--- src/rtl/s2gt_pkg.sv ---
package s2gt_pkg;

   localparam int DIMENSIONS         = 2;
   localparam int ADDR_W             = 32;
   localparam int VALUE_W            = 64;
   localparam int NUM_REGS           = 6;
   localparam int PADDR_W            = 5;
   localparam int QUEUE_DEPTH        = 2;
   localparam int OUT_DEPTH          = 2;

   localparam logic [VALUE_W-1:0] ONE_BITS = 64'h3FF0_0000_0000_0000;

   // Register indexes of the configuration port.
   typedef enum logic [2:0] {
      REG_A_ROW   = 3'd0,
      REG_A_COL   = 3'd1,
      REG_B_ROW   = 3'd2,
      REG_B_COL   = 3'd3,
      REG_R_ROW   = 3'd4,
      REG_R_COL   = 3'd5
   } reg_index_type;

   // One classified word passed from the front part to the back part.
   typedef struct packed {
      logic [ADDR_W-1:0]  row_index;
      logic [ADDR_W-1:0]  col_index;
      logic [ADDR_W-1:0]  base_a;
      logic [ADDR_W-1:0]  base_b;
      logic [ADDR_W-1:0]  base_result;
      logic [VALUE_W-1:0] a_value;
      logic [VALUE_W-1:0] b_value;
      logic               last;
   } work_type;

   // Result word held in the output queue.
   typedef struct packed {
      logic [ADDR_W-1:0]  a_address;
      logic [ADDR_W-1:0]  b_address;
      logic [ADDR_W-1:0]  result_address;
      logic               greater;
      logic               last;
   } result_type;

   // Stride set driven by the register file.
   typedef struct packed {
      logic [ADDR_W-1:0] a_row;
      logic [ADDR_W-1:0] a_col;
      logic [ADDR_W-1:0] b_row;
      logic [ADDR_W-1:0] b_col;
      logic [ADDR_W-1:0] r_row;
      logic [ADDR_W-1:0] r_col;
   } stride_type;

   // IEEE double "a > b"; any NaN gives false and +0 equals -0.
   function automatic logic fp_greater(input logic [VALUE_W-1:0] a,
                                       input logic [VALUE_W-1:0] b);
      logic a_nan;
      logic b_nan;
      logic a_zero;
      logic b_zero;
      logic res;
      a_nan  = (a[62:52] == 11'h7FF) && (a[51:0] != '0);
      b_nan  = (b[62:52] == 11'h7FF) && (b[51:0] != '0);
      a_zero = (a[62:0] == '0);
      b_zero = (b[62:0] == '0);
      if (a_nan || b_nan || (a_zero && b_zero)) begin
         res = 1'b0;
      end else if (a[63] != b[63]) begin
         res = b[63];
      end else if (!a[63]) begin
         res = a[62:0] > b[62:0];
      end else begin
         res = a[62:0] < b[62:0];
      end
      return res;
   endfunction

endpackage

--- src/rtl/s2gt_front.sv ---
module s2gt_front (
   input  logic                          clock,
   input  logic                          reset,
   input  logic                          req_push,
   output logic                          req_full,
   input  logic                          req_kind,
   input  logic [s2gt_pkg::ADDR_W-1:0]   req_row_first,
   input  logic [s2gt_pkg::ADDR_W-1:0]   req_row_end,
   input  logic [s2gt_pkg::ADDR_W-1:0]   req_col_first,
   input  logic [s2gt_pkg::ADDR_W-1:0]   req_col_end,
   input  logic [s2gt_pkg::ADDR_W-1:0]   req_a_base,
   input  logic [s2gt_pkg::ADDR_W-1:0]   req_b_base,
   input  logic [s2gt_pkg::ADDR_W-1:0]   req_result_base,
   input  logic [s2gt_pkg::VALUE_W-1:0]  req_a_value,
   input  logic [s2gt_pkg::VALUE_W-1:0]  req_b_value,
   output logic                          work_valid,
   output s2gt_pkg::work_type            work_word,
   input  logic                          work_full
);
   import s2gt_pkg::*;

   logic [ADDR_W-1:0] row_index_ff, row_index_in;
   logic [ADDR_W-1:0] col_index_ff, col_index_in;
   logic [ADDR_W-1:0] col_start_ff, col_start_in;
   logic [ADDR_W-1:0] row_limit_ff, row_limit_in;
   logic [ADDR_W-1:0] col_limit_ff, col_limit_in;
   logic [ADDR_W-1:0] base_a_ff, base_a_in;
   logic [ADDR_W-1:0] base_b_ff, base_b_in;
   logic [ADDR_W-1:0] base_result_ff, base_result_in;
   logic              running_ff, running_in;
   logic              accept;
   logic [ADDR_W-1:0] next_col;
   logic [ADDR_W-1:0] next_row;
   logic              col_wrap;
   logic              row_done;

   assign req_full = work_full;
   assign accept   = req_push && !req_full;

   // Index stepping; index is below its limit so the increment cannot wrap.
   assign next_col = col_index_ff + 1'b1;
   assign next_row = row_index_ff + 1'b1;
   assign col_wrap = $signed(next_col) >= $signed(col_limit_ff);
   assign row_done = $signed(next_row) >= $signed(row_limit_ff);

   // Loop state update for start and data words.
   always_comb begin
      row_index_in   = row_index_ff;
      col_index_in   = col_index_ff;
      col_start_in   = col_start_ff;
      row_limit_in   = row_limit_ff;
      col_limit_in   = col_limit_ff;
      base_a_in      = base_a_ff;
      base_b_in      = base_b_ff;
      base_result_in = base_result_ff;
      running_in     = running_ff;
      if (accept && !req_kind) begin
         row_index_in   = req_row_first;
         col_index_in   = req_col_first;
         col_start_in   = req_col_first;
         row_limit_in   = req_row_end;
         col_limit_in   = req_col_end;
         base_a_in      = req_a_base;
         base_b_in      = req_b_base;
         base_result_in = req_result_base;
         running_in     = ($signed(req_row_first) < $signed(req_row_end)) &&
                          ($signed(req_col_first) < $signed(req_col_end));
      end else if (accept && running_ff) begin
         if (col_wrap) begin
            col_index_in = col_start_ff;
            if (row_done) begin
               running_in = 1'b0;
            end else begin
               row_index_in = next_row;
            end
         end else begin
            col_index_in = next_col;
         end
      end
   end

   always_ff @(posedge clock) begin
      if (reset) begin
         row_index_ff   <= '0;
         col_index_ff   <= '0;
         col_start_ff   <= '0;
         row_limit_ff   <= '0;
         col_limit_ff   <= '0;
         base_a_ff      <= '0;
         base_b_ff      <= '0;
         base_result_ff <= '0;
         running_ff     <= 1'b0;
      end else begin
         row_index_ff   <= row_index_in;
         col_index_ff   <= col_index_in;
         col_start_ff   <= col_start_in;
         row_limit_ff   <= row_limit_in;
         col_limit_ff   <= col_limit_in;
         base_a_ff      <= base_a_in;
         base_b_ff      <= base_b_in;
         base_result_ff <= base_result_in;
         running_ff     <= running_in;
      end
   end

   // Data words of an active run go on to the back part.
   assign work_valid            = accept && req_kind && running_ff;
   assign work_word.row_index   = row_index_ff;
   assign work_word.col_index   = col_index_ff;
   assign work_word.base_a      = base_a_ff;
   assign work_word.base_b      = base_b_ff;
   assign work_word.base_result = base_result_ff;
   assign work_word.a_value     = req_a_value;
   assign work_word.b_value     = req_b_value;
   assign work_word.last        = col_wrap && row_done;

   // A run that ends without a new start word must end on a last data word.
   a_end_from_run: assert property (@(posedge clock) disable iff (reset)
      (running_ff && !running_in && !(accept && !req_kind)) |-> work_valid && work_word.last)
      else $error("run ended without a last word");
   a_no_work_idle: assert property (@(posedge clock) disable iff (reset)
      work_valid |-> running_ff)
      else $error("work issued with no run active");
   a_no_overflow: assert property (@(posedge clock) disable iff (reset)
      work_valid |-> !work_full)
      else $error("work pushed into full queue");

endmodule

--- config.mk ---
export PLATFORM = sky130hd
export DESIGN_NAME = s2gt_front
export DESIGN_NICKNAME = d
export VERILOG_FILES = /design/src/rtl/s2gt_pkg.sv /design/src/rtl/s2gt_front.sv
export SDC_FILE = /design/constraint.sdc
export NUM_CORES = 1
export LEC_CHECK = 0
export ABC_AREA = 1
export BUFFER_PORTS_ARGS = -buffer_cell sky130_fd_sc_hd__buf_2
export CORE_AREA = 2 2 250 252
export DETAILED_ROUTE_END_ITERATION = 12
export DIE_AREA = 0 0 252 254
export PLACE_DENSITY_LB_ADDON = 0.3
export SLEW_MARGIN = 20
export SYNTH_ARGS = -nofsm -noshare
export SYNTH_HDL_FRONTEND = slang
export SYNTH_SLANG_ARGS = --single-unit
--- constraint.sdc ---
create_clock -name clock -period 5.3 [get_ports clock]
set_input_delay 0.265 -clock clock [delete_from_list [all_inputs] [get_ports clock]]
set_output_delay 0.265 -clock clock [all_outputs]
set_load 0.02 [all_outputs]
=== Word level (Yosys, flattened, before mapping) ===
Cells that the tools add are included.

* Flip-flop bits (word level): 257
* Bits of input ports: 357
* Logic and storage cells: 41

* Add/sub/neg operators: 2
* Order comparisons: 4
* Equality and inequality tests: 1
* Mux-type cells: 11
* Reduce and logical (&&, ||, !) cells: 14

{| class="wikitable"
|+ Operators with widths
! kind !! count
|-
| two-way mux 32 bit || 7
|-
| adder 32 x 1 -> 32 bit (second input constant) || 2
|-
| greater-or-equal comparator 32 bit || 2
|-
| less-than comparator 32 bit || 2
|-
| logical AND 1 bit || 7
|-
| AND reduction 3 bit || 2
|-
| nonzero test 2 bit || 3
|-
| two-way mux 1 bit || 4
|-
| logical NOT 1 bit || 2
|-
| != test 2 x 1 -> 1 bit (second input constant) || 1
|}

=== Depth between registers and ports, before layout ===
* Word-level depth: 6
* Depth in mapped cells: 26
* Gate-level depth less buffers: 25

=== Worst setup path after synthesis ===
No wires, ideal clock.

* Path kind: flip-flop to output port
* Start: register col_index_ff[0]
* End: output work_word[0] (netlist bit)
* Arrival time: 3103 ps
* Required time: 5035 ps
* Setup slack: 1932 ps
* Cell stages (with the launch flop): 21
* Path through: dfxtp_1 ha_1 nand2_1 nor2_2 nand2_1 nor2_2 nand2_1 nor2_1 nand2_1 xor2_1 inv_1 ha_1 nand4_1 nor4_2 nand2_1 nand2_1 nand2_2 nand3_4 buf_2 nand2_1 inv_1

{| class="wikitable"
|+ RTL lines
! what !! line !! text
|-
| from (decl) || s2gt_front.sv:23 || <nowiki>logic [ADDR_W-1:0] col_index_ff, col_index_in;</nowiki>
|-
| from (signal assigned) || s2gt_front.sv:95 || <nowiki>col_index_ff <= col_index_in;</nowiki>
|-
| to (decl) || s2gt_front.sv:17 || <nowiki>output s2gt_pkg::work_type work_word,</nowiki>
|}

==> flow_summary_export.csv <==
group,metric,value,unit
cells_and_area,areaGrowthSynthToFinish,28.29,%
floorplanning,core-area,61260,µm²
sta,rsz0062_at_grt,"false",
cells_and_area,mostFrequentLayoutCell,"nand2_1",
sta,final-hold-violation-count,0,
drt,ant_nets,0,
drt,firstDrtPassIters,5,
grt,grt_pass1_vias,15930,
power_and_ir_drop,p_sw_frac,0.3140,
floorplanning,start_util,0.2635,
placement,portBuffers,391,
critical_path,worstPathMaxFanout,34,
critical_path,max_stage_delay,0.56,ns
drt,wirelength_met1,24900,µm
sta,relSlewSlack,0.3425,
power_and_ir_drop,p_comb_frac,0.216,
critical_path,crit_slowest_cell,"dfxtp_1",
clock_tree,insertion_delay,0.57,ns
floorplanning,dieArea,64010,µm²
clock_tree,clockBufferDepth,3,
cells_and_area,layout_common_cells,"625 x nand2_1, 390 x buf_2, 316 x a21oi_1",
clock_tree,cts_made_buffers,35,
critical_path,timing.critical_path.mode_cell,"nand2_1",
drt,wl_met2,27280,µm
clock_tree,clockRootBuffer,"clkbuf_16",
grt,grt_usage,0.1757,
power_and_ir_drop,vdd.ir_drop.worst,0.0002314,V
drt,drtIter0Drc,919,
critical_path,worstPathRequired,5.04,ns
drt,via_per_inst,4.563,
synth,synth.ff_latch_count,257,
outcome,outcome,"completed",
power_and_ir_drop,switchingPower,1872,µW
synth,synthesis.area,16140,µm²
synth,postSynthCellCount,2422,
sta,fin_worst_skew,0.03047,ns
cells_and_area,layout-drive-gt1-share,0.1734,
synth,synth_ff_type,"dfxtp_1",
critical_path,path_cells,"ha_1 -> nand2_1 -> nor2_2 -> nand2_1 -> nor2_2 -> nand2_1 -> nor2_1 -> nand2_1 -> xor2_1 -> inv_1 -> ha_1 -> nand4_1 -> nor4_2 -> nand2_1 -> buf_4 -> nand3_4 -> nand2_1 -> inv_1 -> buf_2",
worst_hold_path,hp-class,"in -> reg",
sta,clock.fmax,221.7,MHz
drt,wl_per_cell,16.07,µm
sta,post-route-period-util,0.8509,
critical_path,r2r-end,"running_ff$_SDFFE_PP0P_",
power_and_ir_drop,powerDensity,288.0,nW/µm²
clock_tree,cts_sinks,257,
grt,antenna_found_initial,1,
placement,hpwlAfterDp,42100,µm
power_and_ir_drop,clockPowerShare,0.431,
synth,synth_enable_flop_cells,0,
sta,drv_slew,0,
grt,grt-ovfl-total,0,
drt,drt-total-wl,57940,µm
synth,yosysSeqAreaShare,0.3188,
synth,synth_top_area_share,0.3188,
sta,finalSetupTns,0,ns
drt,vias,16450,
synth,ys_top_cells_by_area,"dfxtp_1 32%, nand2_1 15%, ha_1 9.9%, a21oi_1 9.8%, inv_1 7.2%",
critical_path,regToRegSetupSlack,1.10,ns
clock_tree,postCtsHoldBufs,162,
drt,drc,0,
synth,avgSynthCellArea,6.664,µm²
cells_and_area,final_nets,3275,
clock_tree,clk_pin_slew,0.05,ns
critical_path,reg2reg_from,"col_index_ff[0]$_SDFFE_PP0P_",
floorplanning,core.rowCount,91,
drt,wl_met3,4321,µm
grt,grt_max_degree,97,
critical_path,critical_path.endpoint_type,"output port",
cells_and_area,final_cell_area,20700,µm²
critical_path,worstRegToRegCells,20,
floorplanning,io_pins,648,
floorplanning,die_y,254,µm
synth,yosys.area.top_type,"dfxtp_1",
clock_tree,cts_resized,0,
grt,grt_pass1_wl,89370,µm
critical_path,crit_path_end,"work_word[0]",
placement,placed_cell_area,17830,µm²
synth,async_flop_share,0,
critical_path,cp-start-kind,"register",
critical_path,startpoint,"col_index_ff[0]$_SDFFE_PP0P_",
drt,route.top_layer_used,"met5",
critical_path,arrival,4.24,ns
synth,yosys_warnings,0,
placement,place.gp.congestion,0.9326,
clock_tree,postCtsSetupRepairBufs,0,
run,maxCapViolations,0,
cells_and_area,antenna_cells,0,
power_and_ir_drop,p_int,4091,µW
floorplanning,die_x,252,µm
clock_tree,cts_tree,"done",
sta,worst_pin_slew,0.9863,ns
clock_tree,h-tree-depth,2,
power_and_ir_drop,p_seq_frac,0.353,
synth,synth.net_count,2907,
synth,synth_cell_types,38,
sta,layout_min_cycle_time,4.510,ns
critical_path,crit_type,"reg -> out",
sta,setup_viol,0,
power_and_ir_drop,power_leakage,0.01006,µW
[critical path: cells and delay by family, from the launching register on]
family                   cells  cell delay (ns)
AND/OR/NAND/NOR             12             1.75
buffers and inverters        4             0.64
flip-flops                   1             0.56
adder cells (fa/ha/maj)      2             0.54
XOR/XNOR                     1             0.21
[per-stage QoR]
stage / cells / util / total power (µW) / hold slack, ns / setup WS [ns]
3_5_place_dp: 3381 / 0.2911 / 3342 / 0.4530 / 1.043
5_1_grt: 3605 / 0.3380 / 6303 / 0.001265 / 0.3974
2_1_floorplan: 2422 / - / 3042 / 0.4081 / 1.932
4_1_cts: 3605 / 0.3380 / 6061 / 0.0004879 / 0.6608
6_report: 3605 / 0.3380 / 5963 / 0.02939 / 0.7901
3_3_place_gp: 3381 / 0.2910 / 3345 / 0.4498 / 1.020
[power by group through the flow]
stage	Clock (µW)	Combinational, µW	Sequential [µW]
2_1_floorplan	0	847	2190
3_3_place_gp	0	1200	2150
3_5_place_dp	0	1190	2150
4_1_cts	2660	1300	2110
5_1_grt	2730	1460	2120
6_report	2570	1290	2110
[area by class of cell]
cell class / instances / area (µm²)
Sequential cell: 257 / 5145
Tap cell: 790 / 988.4
Timing Repair Buffer: 571 / 3716
Multi-Input combinational cell: 1613 / 8423
Fill cell: 6740 / 40550
Clock buffer: 51 / 996.0
Clock inverter: 11 / 255.2
Inverter: 312 / 1181
[kinds of logic after synthesis]
family,Yosys count,share of synthesized area
AOI/OAI and AO/OA,464,0.1464
adders and majority gates,128,0.09923
buffers and inverters,552,0.1602
and+or+nand+nor,986,0.2564
DFF,257,0.3188
xor gates and xnor gates,35,0.01899
[metal layers]
metal | up-vias | global-route usage
met1 | 7470 | 0.2148
met5 | - | 0
li1 | 8383 | -
met4 | 2 | 0.04954
met3 | 104 | 0.05060
met2 | 489 | 0.2994
[state kept, by name (all words and copies together), names as in the netlist]
signal,flops
base_a_ff,32
base_result_ff,32
col_limit_ff,32
row_limit_ff,32
running_ff,1
col_start_ff,32
col_index_ff,32
row_index_ff,32
base_b_ff,32
[worst min-delay path by stage]
stage                                    start                            to  slack [ns]  cells after the start
floorplan                       req_col_end[0]  col_limit_ff[0]$_SDFFE_PP0P_        0.41                      2
global placement    base_b_ff[12]$_SDFFE_PP0P_    base_b_ff[12]$_SDFFE_PP0P_        0.45                      2
detailed placement   base_a_ff[7]$_SDFFE_PP0P_     base_a_ff[7]$_SDFFE_PP0P_        0.45                      2
CTS                           req_col_first[1]  col_start_ff[1]$_SDFFE_PP0P_      0.0005                      3
global route                  req_col_first[3]  col_start_ff[3]$_SDFFE_PP0P_       0.001                      3
finish                        req_col_first[3]  col_start_ff[3]$_SDFFE_PP0P_        0.03                      3
[synthesized netlist by cell type, types with 2 or more instances]
library cell,n
a21o_1,4
a21oi_1,316
and2_1,2
buf_1,16
buf_2,6
buf_4,129
buf_6,3
clkbuf_1,86
dfxtp_1,257
ha_1,128
inv_1,309
inv_2,2
nand2_1,625
nand3_1,97
nand3_4,2
nand3b_1,2
nand4_1,59
nor2_1,151
nor2_2,3
nor3_1,18
nor3_2,2
nor4_1,6
nor4_2,2
o211ai_1,3
o21a_1,6
o21ai_0,132
o21bai_1,2
or2_2,11
xnor2_1,5
xor2_1,30
No activity file was read; power rests on OpenSTA's default activity.
