**src/rtl/s2gt_pkg.sv**
```systemverilog
package s2gt_pkg;

   localparam int DIMENSIONS         = 2;
   localparam int ADDR_W             = 32;
   localparam int VALUE_W            = 64;
   localparam int NUM_REGS           = 6;
   localparam int PADDR_W            = 5;
   localparam int QUEUE_DEPTH        = 2;
   localparam int OUT_DEPTH          = 2;

   localparam logic [VALUE_W-1:0] ONE_BITS = 64'h3FF0_0000_0000_0000;

   // Register indexes of the configuration port.
   typedef enum logic [2:0] {
      REG_A_ROW   = 3'd0,
      REG_A_COL   = 3'd1,
      REG_B_ROW   = 3'd2,
      REG_B_COL   = 3'd3,
      REG_R_ROW   = 3'd4,
      REG_R_COL   = 3'd5
   } reg_index_type;

   // One classified word passed from the front part to the back part.
   typedef struct packed {
      logic [ADDR_W-1:0]  row_index;
      logic [ADDR_W-1:0]  col_index;
      logic [ADDR_W-1:0]  base_a;
      logic [ADDR_W-1:0]  base_b;
      logic [ADDR_W-1:0]  base_result;
      logic [VALUE_W-1:0] a_value;
      logic [VALUE_W-1:0] b_value;
      logic               last;
   } work_type;

   // Result word held in the output queue.
   typedef struct packed {
      logic [ADDR_W-1:0]  a_address;
      logic [ADDR_W-1:0]  b_address;
      logic [ADDR_W-1:0]  result_address;
      logic               greater;
      logic               last;
   } result_type;

   // Stride set driven by the register file.
   typedef struct packed {
      logic [ADDR_W-1:0] a_row;
      logic [ADDR_W-1:0] a_col;
      logic [ADDR_W-1:0] b_row;
      logic [ADDR_W-1:0] b_col;
      logic [ADDR_W-1:0] r_row;
      logic [ADDR_W-1:0] r_col;
   } stride_type;

   // IEEE double "a > b"; any NaN gives false and +0 equals -0.
   function automatic logic fp_greater(input logic [VALUE_W-1:0] a,
                                       input logic [VALUE_W-1:0] b);
      logic a_nan;
      logic b_nan;
      logic a_zero;
      logic b_zero;
      logic res;
      a_nan  = (a[62:52] == 11'h7FF) && (a[51:0] != '0);
      b_nan  = (b[62:52] == 11'h7FF) && (b[51:0] != '0);
      a_zero = (a[62:0] == '0);
      b_zero = (b[62:0] == '0);
      if (a_nan || b_nan || (a_zero && b_zero)) begin
         res = 1'b0;
      end else if (a[63] != b[63]) begin
         res = b[63];
      end else if (!a[63]) begin
         res = a[62:0] > b[62:0];
      end else begin
         res = a[62:0] < b[62:0];
      end
      return res;
   endfunction

endpackage

```
**src/rtl/s2gt_regs.sv**
```systemverilog
module s2gt_regs (
   input  logic                          clock,
   input  logic                          reset,
   input  logic                          psel,
   input  logic                          penable,
   input  logic                          pwrite,
   input  logic [s2gt_pkg::PADDR_W-1:0]  paddr,
   input  logic [31:0]                   pwdata,
   output logic [31:0]                   prdata,
   output logic                          pready,
   output s2gt_pkg::stride_type          strides
);
   import s2gt_pkg::*;

   stride_type    regs_ff, regs_in;
   reg_index_type sel;
   logic          wr_en;

   assign pready  = 1'b1;
   assign sel     = reg_index_type'(paddr[PADDR_W-1:2]);
   assign wr_en   = psel && penable && pwrite && pready && (paddr[1:0] == 2'b00);
   assign strides = regs_ff;

   // Register write decode.
   always_comb begin
      regs_in = regs_ff;
      if (wr_en) begin
         unique case (sel)
            REG_A_ROW: regs_in.a_row = pwdata;
            REG_A_COL: regs_in.a_col = pwdata;
            REG_B_ROW: regs_in.b_row = pwdata;
            REG_B_COL: regs_in.b_col = pwdata;
            REG_R_ROW: regs_in.r_row = pwdata;
            REG_R_COL: regs_in.r_col = pwdata;
            default:   regs_in = regs_ff;
         endcase
      end
   end

   // Register read decode.
   always_comb begin
      unique case (sel)
         REG_A_ROW: prdata = regs_ff.a_row;
         REG_A_COL: prdata = regs_ff.a_col;
         REG_B_ROW: prdata = regs_ff.b_row;
         REG_B_COL: prdata = regs_ff.b_col;
         REG_R_ROW: prdata = regs_ff.r_row;
         REG_R_COL: prdata = regs_ff.r_col;
         default:   prdata = '0;
      endcase
   end

   always_ff @(posedge clock) begin
      if (reset) begin
         regs_ff.a_row <= '0;
         regs_ff.a_col <= 32'd1;
         regs_ff.b_row <= '0;
         regs_ff.b_col <= 32'd1;
         regs_ff.r_row <= '0;
         regs_ff.r_col <= 32'd1;
      end else begin
         regs_ff <= regs_in;
      end
   end

endmodule

```
**config.mk**
```make
export PLATFORM = sky130hd
export DESIGN_NAME = s2gt_regs
export DESIGN_NICKNAME = d
export VERILOG_FILES = /design/src/rtl/s2gt_pkg.sv /design/src/rtl/s2gt_regs.sv
export SDC_FILE = /design/constraint.sdc
export NUM_CORES = 1
export LEC_CHECK = 0
export BUFFER_PORTS_ARGS = -buffer_cell sky130_fd_sc_hd__buf_2
export CELL_PAD_IN_SITES_DETAIL_PLACEMENT = 0
export CELL_PAD_IN_SITES_GLOBAL_PLACEMENT = 1
export CORE_UTILIZATION = 40
export CTS_CLUSTER_DIAMETER = 120
export CTS_CLUSTER_SIZE = 30
export DETAILED_ROUTE_END_ITERATION = 7
export PLACE_DENSITY_LB_ADDON = 0.1
export SLEW_MARGIN = 25
export SYNTH_ARGS = -nofsm -noshare
export SYNTH_HDL_FRONTEND = slang
export SYNTH_SLANG_ARGS = --single-unit
```
**constraint.sdc**
```tcl
create_clock -name clock -period 1.9 [get_ports clock]
set_input_delay 0.285 -clock clock [delete_from_list [all_inputs] [get_ports clock]]
set_output_delay 0.285 -clock clock [all_outputs]
set_load 0.01 [all_outputs]
```
== Word-level counts from Yosys, hierarchy flattened ==
Index checks and enable logic that the tools add are counted.

* Input port bits: 42
* Register bits: 192
* Output and inout bits: 225

* Eq/ne operators: 5
* Reduce and logical (&&, ||, !) cells: 11
* Mux-type cells: 1

{| class="wikitable"
|+ Operator list
! operator !! number
|-
| one-hot mux 32 bit (6 select lines) || 1
|-
| AND reduction 2 bit || 6
|-
| == test 3 x 2 -> 1 bit, second input constant || 2
|-
| == test 3 bit, second input constant || 2
|-
| == test 3 x 1 -> 1 bit, second input constant || 1
|-
| logical AND 1 bit || 3
|-
| logical NOT 3 bit || 1
|-
| logical NOT 2 bit || 1
|}

== Longest topological paths before layout ==
Gate-level depths: netlist of the first run.

* Word-level depth: 4
* Depth in mapped cells: 6
* Gate-level depth less buffers: 3

== Worst setup path after synthesis of the first run ==
Ideal clock, no wire load.

* Kind: in2out
* Start point: input port paddr[2] in the netlist's numbering
* End point: output port prdata[7]
* Arrival: 1.308 ns
* Path buffers: 2
* Stages: 5
* Setup slack: 0.307 ns
* Cell sequence: buf_2 > buf_2 > mux2_2 > a32oi_1 > o21ai_0

* Longest elaborated chain between the ends: 2
* Elaborated cells between the ends (all ways): 7
* Classes of those cells: 5 x eq/ne; 1 x mux; 1 x reduce/logical

{| class="wikitable"
|+ Ends and longest elaborated chain
! item !! RTL line !! text
|-
| start, declared || s2gt_regs.sv:7 || <nowiki>input logic [s2gt_pkg::PADDR_W-1:0] paddr,</nowiki>
|-
| == test 3 bit, or another cell as far along || s2gt_regs.sv:42 || <nowiki>unique case (sel)</nowiki>
|-
| one-hot mux 32 bit (6 select lines) * || s2gt_regs.sv:42 ||
|-
| end, declared || s2gt_regs.sv:9 || <nowiki>output logic [31:0] prdata,</nowiki>
|}

Every way passes the cells marked *; elsewhere a longest branch is shown, timed or not.

== Worst setup path in the final report of the first run ==
* Start point: register regs_ff, in the netlist strides[10]
* End point: output port prdata[10]

* Longest elaborated chain between the ends: 1

{| class="wikitable"
|+ Ends and longest elaborated chain
! item !! RTL line !! text
|-
| start, declared || s2gt_regs.sv:15 || <nowiki>stride_type regs_ff, regs_in;</nowiki>
|-
| start signal, assigned || s2gt_regs.sv:62 || <nowiki>regs_ff <= regs_in;</nowiki>
|-
| one-hot mux 32 bit (6 select lines) || s2gt_regs.sv:42 ||
|}

Every way passes these cells.

==> flow_summary.ini, run 1 <==
[clocking]
numCtsBuffers = 17
ctsHoldBuffers = 0
path_clk_slew_ps = 70
cts_sinks = 192
tritoncts = built
cts_max_path_buffers = 2
clkLatencyLatePin_ps = 420
ctsRootBufferMaster = clkbuf_16
htree_levels = 4

[worst_setup_path]
worstSetupStartpointType = flip-flop
worst-setup-path-type = flip-flop to primary output
critPathMaxStageDelay_ps = 330
worst-path-buf-inv = 1
rr_startpoint = strides[34]
r2r_slack_ps = 1240
worstPathMaxFanout = 3
r2r-end = strides[34]
path_cells = mux2_2 > a32oi_1 > o21ai_0 > buf_2
arrival_ps = 1520
cp.required_ps = 1620
cp_top_family = flip-flops
critPathSlowestCell = dfxtp_1
endpoint_kind = primary output
r2r_cells = 2

[floorplanning]
die_y_um = 153.4
core_region_area_um2 = 22570
die-width_um = 153.4
dieArea_um2 = 23520
start_util_pct = 40.60
ioPinCount = 267
placementRows = 55

[placed_design]
io_buffers = 265
place.gp.congestion = 0.8216
dp_hpwl_mm = 19.70

[logic_synthesis]
syn_inst = 864
synth_cell_type_count = 29
synthesis.area_um2 = 9165
yosys_warnings = 0
synth.avg_cell_area_um2 = 10.61
seq_area_frac_synth_pct = 41.94
syn_nets = 906
ys_seq_elements = 192

[timing]
clock_skew_ps = 0
fin_hold_ws_ps = 168.9
post-route-min-period_ps = 1803
setup_violations = 0
maxSlewViolCount = 0
hold_violations = 0
max_clock_freq_mhz = 554.5
rsz0062_at_grt = no
min_period_over_period_pct = 94.91
fin_tns_setup_ps = 0

[detailed_routing]
vias = 7293
met3_wirelength_mm = 1.603
met2_length_mm = 12.49
wl_met1_mm = 13.51
top_layer = met5
drt_iter0_markers = 370
firstDrtPassIters = 5
drc = 0
ant_nets = 0
viasPerCell = 5.118
routedWlPerCell_um = 19.67
wl_mm = 28.03

[worst_hold_path]
whs_endpoint = strides[0]
hold_depth = 3
hold_start = pwdata[0]
hp-class = primary input to flip-flop

[job]
cap_violations = 0

[grt]
grt_pass1_wl_mm = 43.13
grt_pass1_vias = 7219
antenna_found_initial = 4
grt_util_all_layers_pct = 23.80
grt_max_degree = 61
overflow = 0

[final_layout]
largest_reg_flops = 192
drive_gt1_share_pct = 36.88
nets = 1165
area_growth_syn_to_layout_pct = 26.38

[power_and_ir_drop]
vdd_ir_drop_max_mv = 0.4617
p_leak_uw = 0.006002
p_per_area_nw_per_um2 = 713.5

[outcome]
status = complete, no violations
## per-layer routing
metal,vias up,track usage (%)
met3,28,5.245
met5,-,0
li1,3550,-
met4,2,7.143
met2,214,37.01
met1,3499,32.82
## cell usage after synthesis
master	instances	area, um2
mux2_2	64	720.7
buf_6	5	56.30
nor2_1	5	18.77
and3_1	1	6.260
a32oi_1	17	148.9
nand2b_1	222	1389
nand3_2	2	20.02
o21ai_0	19	95.09
and3_4	1	11.26
and3b_1	1	8.760
nor2b_1	3	18.77
and4bb_4	1	16.27
nand2_1	2	7.510
conb_1	1	3.750
clkbuf_1	38	142.6
and2_1	1	6.260
a22oi_1	43	322.8
o22ai_1	12	75.07
buf_2	17	85.08
mux2i_1	195	1952
nor2_2	1	6.260
buf_12	3	60.06
dfxtp_1	192	3844
nor2b_2	1	8.760
nand4_2	4	50.05
buf_4	10	75.07
o311ai_0	1	8.760
buf_1	1	3.750
clkinv_1	1	3.750
## cells by family (layout without fill, tap and decap cells)
family | after synthesis | after routing | share of synthesized area, %
other | 1 | 5 | 0.04092
AND/OR/NAND/NOR | 245 | 245 | 17.11
AO/OA/AOI/OAI | 92 | 92 | 7.099
multiplexers | 259 | 259 | 29.16
buffers and inverters | 75 | 347 | 4.655
flip-flops | 192 | 192 | 41.94
## what timing repair did
action                                  4_1_cts  5_1_grt
setup buffers                                 0        0
endpoints found under the setup margin        0        1
resized for setup                             0        1
## worst max-delay path by stage
stage,from,to,cells past startpoint,slack (ps)
2_1_floorplan,paddr[2],prdata[7],5,310
3_3_place_gp,paddr[2],prdata[10],6,130
3_5_place_dp,paddr[3],strides[34],6,70
4_1_cts,strides[10],prdata[10],4,80
5_1_grt,strides[27],prdata[27],4,10
6_report,strides[10],prdata[10],4,100
## power breakdown
| part | total [uW] | internal, uW | switching (uW) |
|---|---|---|---|
| clock | 3670 | 2010 | 1660 |
| sequential | 4040 | 4030 | 7.74 |
| combinational | 552 | 232 | 321 |
## cell usage in the layout, fill, tap and decap left out, drive strengths merged, types with 12 or more instances in the layout
master	count
a22oi	43
a32oi	17
buf	313
clkbuf	21
dfxtp	192
mux2	64
mux2i	195
nand2b	222
o21ai	19
o22ai	12
## stage by stage
stage | power, uW | cells | instance area, um2 | worst slack (ps) | util (%)
after floorplan | 4452 | 864 | 9165 | 307.3 | -
after global placement | 4685 | 1389 | 10980 | 125.5 | 48.64
after detailed placement | 4685 | 1389 | 10980 | 67.59 | 48.64
after CTS | 8355 | 1421 | 11570 | 77.48 | 51.26
after global routing | 8543 | 1423 | 11580 | 10.13 | 51.29
final | 8264 | 1425 | 11580 | 96.63 | 51.31
## worst min-delay path, delay by kind of cell
family	cells	cell delay [ps]
buffers and inverters	1	90
muxes	1	110
and+or+nand+nor	1	60
## final cells by class
type / count / area [um2]
fill: 2169 / 10990
multi-input combinational: 597 / 4937
sequential: 192 / 3844
timing repair buffer: 314 / 1839
clock buffer: 20 / 446.7
tap: 285 / 356.6
clock inverter: 12 / 145.1
antenna: 4 / 10.01
inverter: 1 / 3.754
Note: power is estimated with default switching activity, not from simulation.
==> inputs of run 2 (changes only) <==
--- a/config.mk
+++ b/config.mk
@@ -8,7 +8,8 @@
 export BUFFER_PORTS_ARGS = -buffer_cell sky130_fd_sc_hd__buf_2
 export CELL_PAD_IN_SITES_DETAIL_PLACEMENT = 0
 export CELL_PAD_IN_SITES_GLOBAL_PLACEMENT = 1
-export CORE_UTILIZATION = 40
+export CORE_UTILIZATION = 43
+export CTS_BUF_LIST = sky130_fd_sc_hd__clkbuf_16
 export CTS_CLUSTER_DIAMETER = 120
 export CTS_CLUSTER_SIZE = 30
 export DETAILED_ROUTE_END_ITERATION = 7
==> constraint.sdc (replaced) <==
create_clock -name clock -period 2.2 [get_ports clock]
set_input_delay 0.33 -clock clock [delete_from_list [all_inputs] [get_ports clock]]
set_output_delay 0.33 -clock clock [all_outputs]
set_load 0.01 [all_outputs]
==> run 2 against run 1 <==
Against the previous run:
- via count decreased by 0.16%
- register-to-register slack improved by 280 ps
- die area decreased by 6.9%
==> flow_summary.ini, run 2 (synthesis gave the netlist of run 1 again) <==
[floorplanning]
placementRows = 53
die-width_um = 148.0
die_y_um = 148.0
core_region_area_um2 = 20960
start_util_pct = 43.74
dieArea_um2 = 21900
ioPinCount = 267

[grt]
grt_util_all_layers_pct = 24.79
antenna_found_initial = 1
overflow = 0
grt_pass1_wl_mm = 41.39
grt_pass1_vias = 6981
grt_max_degree = 60

[clocking]
numCtsBuffers = 17
htree_levels = 4
clkLatencyLatePin_ps = 420
post-cts-setup-buffer-count = 0
cts_sinks = 192
cts_max_path_buffers = 2
tritoncts = built
ctsHoldBuffers = 0
postCtsResizedCells = 0
ctsRootBufferMaster = clkbuf_16
path_clk_slew_ps = 60

[timing]
setup_violations = 0
max_clock_freq_mhz = 495.1
post-route-min-period_ps = 2020
maxSlewViolCount = 0
rsz0062_at_grt = no
hold_violations = 0
clock_skew_ps = 0
min_period_over_period_pct = 91.81
fin_tns_setup_ps = 0

[placed_design]
place.gp.congestion = 0.8178
dp_hpwl_mm = 19.20
io_buffers = 265
placed_cells = 1376

[final_layout]
largest_reg_flops = 192
layout_commonest_cell = buf_2
drive_gt1_share_pct = 36.54
layout_common_cells = buf_2 (263), nand2b_1 (222), mux2i_1 (195)
nets = 1162
final-instance-count-excl-fill = 1409
area_growth_syn_to_layout_pct = 25.82

[worst_setup_path]
endpoint_kind = primary output
cp.required_ps = 1870
worstPathMaxFanout = 15
arrival_ps = 1690
worst-setup-path-type = primary input to primary output
worstSetupStartpointType = primary input

[outcome]
status = complete, no violations

[detailed_routing]
ant_nets = 0
drc = 0
routedWlPerCell_um = 19.22
wl_mm = 27.08
drt_iter0_markers = 353
vias = 7281
viasPerCell = 5.167
firstDrtPassIters = 4

[job]
cap_violations = 0

[worst_hold_path]
hp-class = primary input to flip-flop

[power_and_ir_drop]
vdd_ir_drop_max_mv = 0.4506
p_per_area_nw_per_um2 = 612.0
p_leak_uw = 0.005991
==> run 2: where the power goes <==
group | switching [uW] | internal [uW]
combinational | 277 | 201
sequential | 6.58 | 3480
clock | 1400 | 1700
total | 1680 | 5380
==> run 2: critical path, cell delays in order <==
cell and delay (ps):
buf_2 330, and2_1 250, buf_4 190, a22oi_1 100, o21ai_0 280, buf_2 200
==> run 2: area by class of cell <==
class / instances / area (um2)
fill: 1949 / 9424
inverter: 1 / 3.754
multi-input combinational: 597 / 4937
antenna: 1 / 2.502
timing repair buffer: 311 / 1814
clock buffer: 17 / 425.4
sequential: 192 / 3844
tap: 275 / 344.1
clock inverter: 15 / 160.2
==> run 2: final timing paths <==
path	start	end	slack, ps	cells after the start
hold / removal	pwdata[0]	strides[64]	210	3
setup reg to reg	strides[83]	strides[83]	1520	2
setup / recovery	paddr[3]	prdata[4]	180	6
hold reg to reg	strides[151]	strides[151]	480	2
==> run 2: stage by stage <==
stage	util [%]	hold slack, ps	worst slack, ps	instance area, um2	power [uW]
after floorplan	-	501.2	517.3	9165	3845
after global placement	52.22	471.7	206.0	10940	4046
after detailed placement	52.22	477.9	190.6	10940	4045
after CTS	55.02	189.0	196.0	11530	7132
after global routing	55.02	226.2	120.9	11530	7305
final	55.03	211.1	180.2	11530	7058
==> run 2: routing by layer <==
metal  track usage, %  vias to the layer above  wire length, um
li1                 -                     3543                -
met1            34.24                     3496            12900
met2            39.13                      225            12280
met3            5.525                       17             1642
met4            5.876                        0              258
met5                0                        -                0
==> inputs of run 3 (changes only) <==
--- a/config.mk
+++ b/config.mk
@@ -5,14 +5,16 @@
 export SDC_FILE = /design/constraint.sdc
 export NUM_CORES = 1
 export LEC_CHECK = 0
+export ABC_AREA = 1
 export BUFFER_PORTS_ARGS = -buffer_cell sky130_fd_sc_hd__buf_2
 export CELL_PAD_IN_SITES_DETAIL_PLACEMENT = 0
 export CELL_PAD_IN_SITES_GLOBAL_PLACEMENT = 1
-export CORE_UTILIZATION = 43
+export CORE_UTILIZATION = 39
 export CTS_BUF_LIST = sky130_fd_sc_hd__clkbuf_16
 export CTS_CLUSTER_DIAMETER = 120
 export CTS_CLUSTER_SIZE = 30
 export DETAILED_ROUTE_END_ITERATION = 7
+export GPL_TIMING_DRIVEN = 0
 export PLACE_DENSITY_LB_ADDON = 0.1
 export SLEW_MARGIN = 25
 export SYNTH_ARGS = -nofsm -noshare
==> run 3 against run 2 <==
Against the previous run:
- register-to-register slack is essentially flat
- synthesized area up 6.4%
- count of clock-buffer cells in the layout did not move
- synthesized cell count is 77% higher
- clock power is essentially flat
- hold slack worse by 13 ps
- design area up 4.7%
- utilization fell by 5.5 points
- final cell count up 53%
- non-clock buffer count grew 92
- routed wire length increased by 65%
==> flow_summary.ini, run 3 <==
[outcome]
status = complete, no violations

[timing]
setup_ws_ps = 28.72
rsz0062_at_grt = yes
fin_hold_ws_ps = 197.9
max_clock_freq_mhz = 460.6
setup_violations = 0
min_period_over_period_pct = 98.69
post-route-min-period_ps = 2171
tightest_slew_ps = 773.3
clock_skew_ps = 0
timing.slew.headroom_pct = 48.45
maxSlewViolCount = 0
hold_violations = 0

[detailed_routing]
drt_iter0_markers = 1100
ant_nets = 0
routedWlPerCell_um = 20.78
viasPerCell = 5.484
drc = 0
firstDrtPassIters = 6
wl_mm = 44.71
vias = 11800

[worst_setup_path]
critical_path.startpoint = paddr[3]
r2r_slack_ps = 1520
r2r_cells = 2
worstPathMaxFanout = 10
r2r-end = strides[176]
endpoint_kind = primary output
worstSetupStartpointType = primary input
arrival_ps = 1840
worst-setup-path-type = primary input to primary output
cp.required_ps = 1870
rr_startpoint = strides[176]

[clocking]
htree_levels = 4
cts_sinks = 192
tritoncts = built
ctsHoldBuffers = 0
ctsRootBufferMaster = clkbuf_16
clkLatencyLatePin_ps = 440
numCtsBuffers = 17
path_clk_slew_ps = 80
cts_max_path_buffers = 2

[job]
cap_violations = 0

[worst_hold_path]
hp-class = primary input to flip-flop
whs_endpoint = strides[128]
hold_depth = 3
hold_start = pwdata[0]

[grt]
grt_util_all_layers_pct = 34.34
grt_max_degree = 19
grt_pass1_wl_mm = 65.23
antenna_found_initial = 0
grt_pass1_vias = 10560
overflow = 0

[final_layout]
nets = 1857
n_antenna_cell = 0
layout_common_cells = nand2_1 (406), buf_2 (348), nand3_1 (243)
final_cell_area_um2 = 12080
layout_commonest_cell = nand2_1
largest_reg_flops = 192
area_growth_syn_to_layout_pct = 23.87
drive_gt1_share_pct = 22.48
final-instance-count-excl-fill = 2152

[floorplanning]
dieArea_um2 = 25640
placementRows = 57
start_util_pct = 39.97
die-width_um = 160.1
ioPinCount = 267
core_region_area_um2 = 24390
die_y_um = 160.1

[logic_synthesis]
synth_edf_count = 0
async_reset_ff_share_pct = 0
seq_area_frac_synth_pct = 39.43
yosys_warnings = 0
synth.avg_cell_area_um2 = 6.372
synthesis.area_um2 = 9749
synth-main-ff-cell = dfxtp_1
yosysMostFrequentCell = nand2_1
synth_commonest_cells = nand2_1 (406), nand3_1 (243), nor2_1 (230)
synth.top_cell.area_share_pct = 39.43
synth.area.top_cells = dfxtp_1 (39%), nand2_1 (16%), nand3_1 (12%)
syn_nets = 1572
synth_cell_type_count = 18
syn_inst = 1530
yosys.area.top_type = dfxtp_1
ys_seq_elements = 192

[placed_design]
dp_hpwl_mm = 34.04
placed_cell_area_um2 = 11470
dp_slack_ps = -84.82
place.gp.congestion = 0.9345
io_buffers = 263
placed_cells = 2117

[power_and_ir_drop]
p_per_area_nw_per_um2 = 605.4
vdd_ir_drop_max_mv = 0.4983
p_leak_uw = 0.006231
==> run 3: cell types whose count changed after synthesis, sizes merged, moves of 71 or more <==
cell	delta
a21oi	+195
buf	+71
inv	+71
mux2i	-195
nand2	+404
nand2b	-222
nand3	+242
nor2	+229
==> run 3: metrics by stage <==
step | util [%] | total power [uW] | setup TNS, ps
global placement | 47.03 | 4286 | -356.0
global route | 49.51 | 7504 | -11.12
floorplan | - | 3989 | 0
CTS | 49.37 | 7288 | 0
finish | 49.51 | 7311 | 0
detailed placement | 47.03 | 4290 | -402.7
==> run 3: cell families after synthesis <==
group / after synthesis / synth area share (%)
compound gates: 195 / 10.01
buf+inv: 208 / 9.792
flops: 192 / 39.43
other cells: 1 / 0.03846
simple gates: 934 / 40.73
==> run 3: how the worst max path moves through the flow <==
stage	slack, ps	cells past startpoint	to
floorplan	630	7	prdata[10]
global placement	-100	10	prdata[17]
detailed placement	-80	10	prdata[17]
CTS	6	10	prdata[18]
global route	-10	10	prdata[22]
finish	30	10	prdata[22]
==> run 3: area by class of cell <==
cell class	count	area, um2
Multi-Input combinational cell	1130	4966
Inverter	71	271.5
Fill cell	2728	12310
Tap cell	324	405.4
Clock inverter	15	126.4
Timing Repair Buffer	266	1339
Clock buffer	17	425.4
Sequential cell	192	3844
Buffer	137	699.4
==> run 3: critical path, cell delays in order <==
cell     delay (ps)
buf_2           160
buf_4           240
nand2_1         110
nor2_4          240
buf_4           270
nand2_1          80
nand2_1         110
nor2_1          110
nand2_1          70
buf_2           120
==> run 3: routing by layer <==
metal	GRT usage [%]	vias up	wire, um
met1	44.45	5457	18020
li1	-	5537	-
met4	19.44	0	2413
met5	0	-	0
met2	54.21	695	20160
met3	5.584	112	4118
==> run 3: what timing repair did <==
action | CTS | global route
buffers inserted | 0 | 3
gates resized for setup | 5 | 8
pin swaps | 0 | 2
setup endpoints to repair | 15 | 18
==> run 3: power by group <==
group / internal, uW / switching (uW)
clock network: 1490 / 1590
registers: 3490 / 14.8
logic: 174 / 562
